## src/rtl/core/sum_pkg.sv

```systemverilog
// Shared types and codes for the sorted union merge block.
// Holds operation codes and the controller/datapath command and status structs.
`default_nettype none
package sum_pkg;

  localparam int unsigned OpW = 2;
  localparam int unsigned ValW = 32;

  localparam logic [OpW-1:0] OP_LOAD_A = 2'd0;
  localparam logic [OpW-1:0] OP_LOAD_B = 2'd1;
  localparam logic [OpW-1:0] OP_MERGE  = 2'd2;

  typedef struct packed {
    logic load_a;
    logic load_b;
    logic start;
    logic step;
    logic emit_pend;
    logic emit_last;
    logic emit_empty;
  } sum_cmd_t;

  typedef struct packed {
    logic out_free;
    logic both_empty;
    logic emit_needed;
    logic last_step;
  } sum_sts_t;

endpackage
`default_nettype wire

```

## src/rtl/core/sum_ram.sv

```systemverilog
// Generic single-write, single-read RAM with registered read data.
// No dependencies.
`default_nettype none
module sum_ram #(
  parameter int unsigned WIDTH = 32,
  parameter int unsigned DEPTH = 32,
  localparam int unsigned AW = (DEPTH > 1) ? $clog2(DEPTH) : 1
) (
  input  wire logic             clk,
  input  wire logic             we,
  input  wire logic [AW-1:0]    waddr,
  input  wire logic [WIDTH-1:0] wdata,
  input  wire logic [AW-1:0]    raddr,
  output logic      [WIDTH-1:0] rdata_r
);

  logic [WIDTH-1:0] mem_r [DEPTH];

  always_ff @(posedge clk) begin
    if (we) begin
      mem_r[waddr] <= wdata;
    end
    rdata_r <= mem_r[raddr];
  end

endmodule
`default_nettype wire

```

## src/rtl/core/sum_ctrl.sv

```systemverilog
// Controller state machine for the sorted union merge block.
// Depends on sum_pkg; drives sum_dpath through command and status structs.
`default_nettype none
module sum_ctrl
  import sum_pkg::*;
(
  input  wire logic           clk,
  input  wire logic           rst_n,
  input  wire logic           in_tvalid,
  input  wire logic [OpW-1:0] in_op,
  output logic                in_tready,
  input  wire sum_sts_t       sts,
  output sum_cmd_t            cmd
);

  localparam logic [1:0] ST_IDLE  = 2'd0;
  localparam logic [1:0] ST_MERGE = 2'd1;
  localparam logic [1:0] ST_FLUSH = 2'd2;
  localparam logic [1:0] ST_EMPTY = 2'd3;

  logic [1:0] state_r;
  logic [1:0] state_nxt;

  always_comb begin
    cmd       = '0;
    state_nxt = state_r;
    in_tready = (state_r == ST_IDLE);
    case (state_r)
      ST_IDLE: begin
        if (in_tvalid) begin
          case (in_op)
            OP_LOAD_A: cmd.load_a = 1'b1;
            OP_LOAD_B: cmd.load_b = 1'b1;
            OP_MERGE: begin
              cmd.start = 1'b1;
              state_nxt = sts.both_empty ? ST_EMPTY : ST_MERGE;
            end
            default: ;
          endcase
        end
      end
      ST_MERGE: begin
        if (!sts.emit_needed || sts.out_free) begin
          cmd.step      = 1'b1;
          cmd.emit_pend = sts.emit_needed;
          if (sts.last_step) begin
            state_nxt = ST_FLUSH;
          end
        end
      end
      ST_FLUSH: begin
        if (sts.out_free) begin
          cmd.emit_last = 1'b1;
          state_nxt     = ST_IDLE;
        end
      end
      ST_EMPTY: begin
        if (sts.out_free) begin
          cmd.emit_empty = 1'b1;
          state_nxt      = ST_IDLE;
        end
      end
      default: state_nxt = ST_IDLE;
    endcase
  end

  always_ff @(posedge clk) begin
    if (!rst_n) begin
      state_r <= ST_IDLE;
    end else begin
      state_r <= state_nxt;
    end
  end

endmodule
`default_nettype wire

```

## src/rtl/core/sum_dpath.sv

```systemverilog
// Datapath: list RAMs, counts, read pointers, pending value and output register.
// Depends on sum_pkg and sum_ram; controlled by sum_ctrl.
`default_nettype none
module sum_dpath
  import sum_pkg::*;
#(
  parameter int unsigned DEPTH = 32
) (
  input  wire logic            clk,
  input  wire logic            rst_n,
  input  wire logic [ValW-1:0] in_value,
  input  wire sum_cmd_t        cmd,
  output sum_sts_t             sts,
  input  wire logic            out_tready,
  output logic                 out_tvalid,
  output logic      [ValW-1:0] out_value,
  output logic                 out_last,
  output logic                 out_empty
);

  localparam int unsigned AW = (DEPTH > 1) ? $clog2(DEPTH) : 1;
  localparam int unsigned CW = $clog2(DEPTH + 1);
  localparam logic [CW-1:0] Full = CW'(DEPTH);

  logic [CW-1:0]   cnt_a_r, cnt_a_nxt, cnt_b_r, cnt_b_nxt;
  logic [CW-1:0]   na_r, na_nxt, nb_r, nb_nxt;
  logic [CW-1:0]   i_r, i_nxt, j_r, j_nxt;
  logic [ValW-1:0] pend_r, pend_nxt;
  logic            have_r, have_nxt;
  logic            out_valid_r, out_valid_nxt;
  logic [ValW-1:0] out_value_r, out_value_nxt;
  logic            out_last_r, out_last_nxt;
  logic            out_empty_r, out_empty_nxt;

  logic            we_a, we_b;
  logic [ValW-1:0] head_a, head_b, pick;
  logic            a_left, b_left, take_a, distinct;

  assign we_a = cmd.load_a && (cnt_a_r < Full);
  assign we_b = cmd.load_b && (cnt_b_r < Full);

  sum_ram #(.WIDTH(ValW), .DEPTH(DEPTH)) u_ram_a (
    .clk     (clk),
    .we      (we_a),
    .waddr   (cnt_a_r[AW-1:0]),
    .wdata   (in_value),
    .raddr   (i_nxt[AW-1:0]),
    .rdata_r (head_a)
  );

  sum_ram #(.WIDTH(ValW), .DEPTH(DEPTH)) u_ram_b (
    .clk     (clk),
    .we      (we_b),
    .waddr   (cnt_b_r[AW-1:0]),
    .wdata   (in_value),
    .raddr   (j_nxt[AW-1:0]),
    .rdata_r (head_b)
  );

  assign a_left   = i_r < na_r;
  assign b_left   = j_r < nb_r;
  assign take_a   = a_left && (!b_left || ($signed(head_a) <= $signed(head_b)));
  assign pick     = take_a ? head_a : head_b;
  assign distinct = !have_r || (pick != pend_r);

  always_comb begin
    sts.out_free    = !out_valid_r || out_tready;
    sts.both_empty  = (cnt_a_r == '0) && (cnt_b_r == '0);
    sts.emit_needed = have_r && (pick != pend_r);
    sts.last_step   = take_a ? ((i_r + CW'(1) == na_r) && !b_left)
                             : ((j_r + CW'(1) == nb_r) && !a_left);
  end

  always_comb begin
    cnt_a_nxt = cnt_a_r;
    cnt_b_nxt = cnt_b_r;
    na_nxt    = na_r;
    nb_nxt    = nb_r;
    i_nxt     = i_r;
    j_nxt     = j_r;
    pend_nxt  = pend_r;
    have_nxt  = have_r;
    if (we_a) begin
      cnt_a_nxt = cnt_a_r + CW'(1);
    end
    if (we_b) begin
      cnt_b_nxt = cnt_b_r + CW'(1);
    end
    if (cmd.start) begin
      na_nxt    = cnt_a_r;
      nb_nxt    = cnt_b_r;
      cnt_a_nxt = '0;
      cnt_b_nxt = '0;
      i_nxt     = '0;
      j_nxt     = '0;
      have_nxt  = 1'b0;
    end
    if (cmd.step) begin
      if (take_a) begin
        i_nxt = i_r + CW'(1);
      end else begin
        j_nxt = j_r + CW'(1);
      end
      if (distinct) begin
        pend_nxt = pick;
        have_nxt = 1'b1;
      end
    end
  end

  always_comb begin
    out_valid_nxt = out_valid_r && !out_tready;
    out_value_nxt = out_value_r;
    out_last_nxt  = out_last_r;
    out_empty_nxt = out_empty_r;
    if (cmd.emit_pend || cmd.emit_last) begin
      out_valid_nxt = 1'b1;
      out_value_nxt = pend_r;
      out_last_nxt  = cmd.emit_last;
      out_empty_nxt = 1'b0;
    end else if (cmd.emit_empty) begin
      out_valid_nxt = 1'b1;
      out_value_nxt = '0;
      out_last_nxt  = 1'b1;
      out_empty_nxt = 1'b1;
    end
  end

  always_ff @(posedge clk) begin
    if (!rst_n) begin
      cnt_a_r     <= '0;
      cnt_b_r     <= '0;
      na_r        <= '0;
      nb_r        <= '0;
      i_r         <= '0;
      j_r         <= '0;
      have_r      <= 1'b0;
      out_valid_r <= 1'b0;
    end else begin
      cnt_a_r     <= cnt_a_nxt;
      cnt_b_r     <= cnt_b_nxt;
      na_r        <= na_nxt;
      nb_r        <= nb_nxt;
      i_r         <= i_nxt;
      j_r         <= j_nxt;
      have_r      <= have_nxt;
      out_valid_r <= out_valid_nxt;
    end
  end

  always_ff @(posedge clk) begin
    pend_r      <= pend_nxt;
    out_value_r <= out_value_nxt;
    out_last_r  <= out_last_nxt;
    out_empty_r <= out_empty_nxt;
  end

  assign out_tvalid = out_valid_r;
  assign out_value  = out_value_r;
  assign out_last   = out_last_r;
  assign out_empty  = out_empty_r;

  a_counts_bounded: assert property (@(posedge clk) disable iff (!rst_n)
    (cnt_a_r <= Full) && (cnt_b_r <= Full))
    else $error("list count beyond depth");

  a_ptrs_bounded: assert property (@(posedge clk) disable iff (!rst_n)
    (i_r <= na_r) && (j_r <= nb_r))
    else $error("read pointer beyond list length");

  a_step_has_data: assert property (@(posedge clk) disable iff (!rst_n)
    cmd.step |-> (a_left || b_left))
    else $error("merge step with both lists exhausted");

  a_empty_is_last: assert property (@(posedge clk) disable iff (!rst_n)
    (out_valid_r && out_empty_r) |-> out_last_r)
    else $error("empty result not flagged last");

  a_emit_needs_room: assert property (@(posedge clk) disable iff (!rst_n)
    (cmd.emit_pend || cmd.emit_last || cmd.emit_empty) |-> (!out_valid_r || out_tready))
    else $error("result overwrites unsent beat");

endmodule
`default_nettype wire

```

## src/rtl/core/sorted_union_merge.sv

```systemverilog
// Top level of the sorted union merge block.
// Depends on sum_pkg, sum_ctrl, sum_dpath and sum_ram.
//
// Input channel in_*: each beat carries an operation and a value. Operation
// load A or load B appends the value to that list (dropped once the list holds
// DEPTH values) and gives no result; one load is taken per cycle while no
// merge runs. Operation merge walks both lists with two read pointers, one
// element per cycle unless a stalled receiver holds the walk, and streams the
// distinct values of the union in ascending signed order on out_*, with
// out_tlast on the final beat; both lists are emptied when the merge is taken.
// A merge of two empty lists gives one beat with out_tuser and out_tlast set.
// A merge holds the input channel until its final result enters the output
// register; a value result passes the pending value register before it.
// The walk rate is set by the single read port of each list RAM.
// The result leaves through an output register: a stalled receiver holds
// the walk only when a new distinct value must be sent; loads are still taken
// while a result waits. Reset empties both lists and the output register.
`default_nettype none
module sorted_union_merge
  import sum_pkg::*;
#(
  parameter int unsigned DEPTH = 32
) (
  input  wire logic        clk,
  input  wire logic        rst_n,
  input  wire logic        in_tvalid,
  output logic             in_tready,
  input  wire logic [39:0] in_tdata,   // [1:0] operation, [33:2] value, [39:34] zero
  output logic             out_tvalid,
  input  wire logic        out_tready,
  output logic      [31:0] out_tdata,  // [31:0] union_value
  output logic             out_tlast,
  output logic      [0:0]  out_tuser   // [0] empty_res
);

  sum_cmd_t cmd;
  sum_sts_t sts;

  sum_ctrl u_ctrl (
    .clk       (clk),
    .rst_n     (rst_n),
    .in_tvalid (in_tvalid),
    .in_op     (in_tdata[OpW-1:0]),
    .in_tready (in_tready),
    .sts       (sts),
    .cmd       (cmd)
  );

  sum_dpath #(.DEPTH(DEPTH)) u_dpath (
    .clk        (clk),
    .rst_n      (rst_n),
    .in_value   (in_tdata[OpW+ValW-1:OpW]),
    .cmd        (cmd),
    .sts        (sts),
    .out_tready (out_tready),
    .out_tvalid (out_tvalid),
    .out_value  (out_tdata),
    .out_last   (out_tlast),
    .out_empty  (out_tuser[0])
  );

endmodule
`default_nettype wire
```

## config.mk

```make
export PLATFORM = sky130hd
export DESIGN_NAME = sorted_union_merge
export DESIGN_NICKNAME = d
export VERILOG_FILES = /design/src/rtl/core/sum_pkg.sv /design/src/rtl/core/sum_ram.sv /design/src/rtl/core/sum_ctrl.sv /design/src/rtl/core/sum_dpath.sv /design/src/rtl/core/sorted_union_merge.sv
export SDC_FILE = /design/constraint.sdc
export NUM_CORES = 2
export LEC_CHECK = 0
export BUFFER_PORTS_ARGS = -buffer_cell sky130_fd_sc_hd__buf_2
export CORE_ASPECT_RATIO = 1.1
export CORE_UTILIZATION = 50
export DETAILED_ROUTE_END_ITERATION = 8
export HOLD_SLACK_MARGIN = 0.15
export PLACE_DENSITY = 0.65
export SLEW_MARGIN = 20
export SYNTH_ARGS = -nofsm -noshare
export SYNTH_HDL_FRONTEND = slang
export SYNTH_SLANG_ARGS = --single-unit
```

## constraint.sdc

```tcl
create_clock -name clk -period 12.6 [get_ports clk]
set_clock_uncertainty 0.15 [all_clocks]
set_input_delay 0.63 -clock clk [delete_from_list [all_inputs] [get_ports clk]]
set_output_delay 0.63 -clock clk [all_outputs]
set_load 0.01 [all_outputs]
```

==> results.json <==
{
  "dieWidth_um": 410,
  "cellLeakagePower_nw": 33.0,
  "post_drt_via_cell_ratio": 6.41,
  "final_cells": 9155,
  "post-cts-setup-buffers": 0,
  "drv_cap": 0,
  "grt_util_all_layers_pct": 27.8,
  "synth_area_um2": 91700,
  "finalCoreUtilization_pct": 56.2,
  "mostFrequentLayoutCell": "edfxtp_1",
  "min-delay-path-class": "in -> reg",
  "route.final.wire_length_um": 261000,
  "synthesis.instances": 6619,
  "detailroute.via_count": 58693,
  "final_estimated_routing_congestion_in_global_placement": 0.876,
  "timing.critical_path.arrival_ps": 8590,
  "maxSlewHeadroom_pct": 17.7,
  "layout-drive-gt1-share_pct": 10.3,
  "area.sequential_um2": 65600,
  "crit_path_top_delay_cell": "nand2_4",
  "clock_path_buffers": 3,
  "placementRows": 164,
  "cpPeakStageDelay_ps": 940,
  "synthFlopType": "edfxtp_1",
  "multi_input_comb_area_um2": 24600,
  "placed_cells_incl_taps": 8741,
  "drt_iter0_markers": 7643,
  "overflow_after_grt": 0,
  "pin_count_of_the_biggest_net_entering_global_routing": 224,
  "die_y_um": 451,
  "async_flop_share_pct": 0,
  "htreeDepth": 4,
  "tritoncts": "built",
  "criticalPathCategory": "reg -> reg",
  "power_per_cell_area_nw_per_um2": 153,
  "setup_tns_ps": 0,
  "synth_warnings": 0,
  "synth_cell_types": 75,
  "finalMaxSlewViolations": 0,
  "clock_sink_count": 2218,
  "grt_first_pass_wirelength_um": 378000,
  "fillers": 14492,
  "antenna_left": 0,
  "startpoint_types": "flop",
  "layout.cells.most_common_list": "edfxtp_1 (2,113), nand2_1 (698), nand3_1 (480), nor2_1 (311), a21oi_1 (298)",
  "wl_per_cell_um": 28.6,
  "synth_sequential_area_ratio_pct": 71.5,
  "start_util_pct": 50.4,
  "grt_setup_unrepaired": "false",
  "timing.critical_path.to_type": "flop",
  "ir_worst_vdd_uv": 160,
  "synth_area_per_cell_um2": 13.9,
  "drt_drc_violations_left": 12,
  "grt_antenna_before_repair": 15,
  "path_clk_slew_ps": 60,
  "crit_fanout": 114,
  "clkLatencyLatePin_ps": 860,
  "synth_edf_count": 2113,
  "firstDrtPassIters": 9,
  "timing.final.ws_setup_ps": 4620,
  "dp_slack_ps": 4670,
  "postCtsResizedCells": 0,
  "clockRootBuffer": "clkbuf_16",
  "timing.critical_path.required_ps": 13210,
  "area_overhead_vs_synth_pct": 11.3,
  "dpl.hpwl_um": 133000,
  "period_minus_slack_ps": 7980,
  "floorplan.die_area_um2": 185000,
  "tightestPinTransition_ps": 1240,
  "violated_checks": "design-rule violations",
  "run_status": "complete, but fails checks",
  "core_um2": 182000,
  "post_cts_hold_buffer_count": 3,
  "final-setup-viol-count": 0,
  "critical_path.cell_chain": "inv_6, ha_1, nor2b_1, o31ai_1, a21oi_1, a31oi_1, o211ai_1, o31ai_2, o22ai_1, nand4_1, a221o_2, o21ai_2, nand3_4, nand2_4, buf_4, a211oi_1, o21ai_0, a311oi_1, nor3_1",
  "synthesized_netlist_net_count": 6717,
  "timing.fmax_ghz": 0.125,
  "first_global_vias": 56691,
  "numCtsBuffers": 219,
  "port_buffers": 73,
  "hold_violations": 0,
  "period_share_pct": 63.3,
  "finalNetCount": 6656,
  "synth.ff_latch_count": 2218,
  "boundaryPins": 80
}
## power by group
part,switching (mW),internal (mW),leakage [nW]
logic,0.681,0.270,9.69
clock network,2.74,3.67,3.43
registers,0.0781,8.13,19.9
## path summary, 6_finish.rpt
check                                     start                    endpoint  slack, ps  cells past startpoint
worst max-delay path             u_dpath.j_r[0]  u_dpath.u_ram_a.rdata_r[5]       4620                     19
worst min-delay path                in_tdata[0]          u_dpath.cnt_a_r[0]        210                      5
worst max register to register   u_dpath.j_r[0]  u_dpath.u_ram_a.rdata_r[5]       4620                     19
worst min register to register  u_dpath.nb_r[0]             u_dpath.nb_r[0]        340                      2
## cells in the mapped netlist, types with 4 or more instances
master,number,area [µm²]
mux2i_1,220,2200
o311a_1,30,300
and2_1,77,482
a21oi_1,299,1500
nor2b_1,12,75.1
a21boi_0,21,158
o211ai_1,7,52.6
nor2_1,380,1430
a311oi_1,31,272
edfxtp_1,2113,63500
o21ai_0,222,1110
xnor2_1,38,333
o22ai_1,6,37.5
a221oi_1,5,43.8
nand3b_1,6,45.0
mux2_2,11,124
a32oi_1,73,639
a2111o_1,31,349
buf_1,18,67.6
a2111oi_0,122,1070
nor4_1,10,62.6
or3b_2,4,35.0
nand2_1,705,2650
clkbuf_1,409,1540
xor2_1,32,280
nand3_1,481,2410
a211oi_1,193,1450
a41o_1,30,300
mux2_1,26,293
dfxtp_1,105,2100
ha_1,54,676
o21a_1,6,45.0
a311o_1,120,1200
o21ai_1,5,25.0
or3_1,6,37.5
a31oi_1,93,582
nor3_1,72,360
a22oi_1,91,683
buf_2,92,460
mux4_2,32,721
nand4_1,40,250
and3_1,186,1160
inv_1,57,214
## registers in the layout, summed over array words and instances (netlist names)
register and cells:
u_ctrl.state_r 2, u_dpath.cnt_a_r 6, u_dpath.cnt_b_r 6, u_dpath.have_r 1
u_dpath.i_r 6, u_dpath.j_r 6, u_dpath.na_r 6, u_dpath.nb_r 6
u_dpath.out_empty 1, u_dpath.out_last 1, u_dpath.out_tvalid 1, u_dpath.out_value 32
u_dpath.pend_r 32, u_dpath.u_ram_a.mem_r 1024, u_dpath.u_ram_a.rdata_r 32, u_dpath.u_ram_b.mem_r 1024
u_dpath.u_ram_b.rdata_r 32
## worst max-delay path: cells and delay by family (launching register included)
kind	cells	cell delay, ps
fa+ha+maj	1	370
compound gates	11	3050
flops	1	810
buf+inv	2	1160
simple gates	5	2230
## layer usage
layer  up-vias  wire length, µm  global-route usage, %
met3       515            23300                   4.29
met2      2861           123000                   44.2
li1      25642                -                      -
met5         -               28                      0
met4         4            13000                   13.3
met1     29671           102000                   37.4
## cells by family after synthesis
kind of cell | Yosys count | share of synthesized area, %
flip-flops | 2218 | 71.5
adder cells (fa/ha/maj) | 54 | 0.737
buffers and inverters | 576 | 2.48
AO/OA/AOI/OAI | 1414 | 11.0
AND/OR/NAND/NOR | 1998 | 9.99
XOR/XNOR | 70 | 0.669
multiplexers | 289 | 3.64
## stage by stage
stage / hold slack, ps / area, µm² / power (mW)
2_1_floorplan: 297 / 91700 / 8.89
3_3_place_gp: 322 / 95100 / 9.28
3_5_place_dp: 328 / 95100 / 9.30
4_1_cts: 158 / 102000 / 15.6
5_1_grt: 207 / 102000 / 16.0
6_report: 207 / 102000 / 15.6
## layout make-up
class,instances,share of cell area (%)
clock buffer,293,5.88
tap,2407,2.95
antenna,5,0.0123
timing repair buffer,237,1.64
sequential,2218,64.2
clock inverter,113,0.973
multi-input combinational,3825,24.1
inverter,57,0.214
Power figures use the tool's default switching activity.
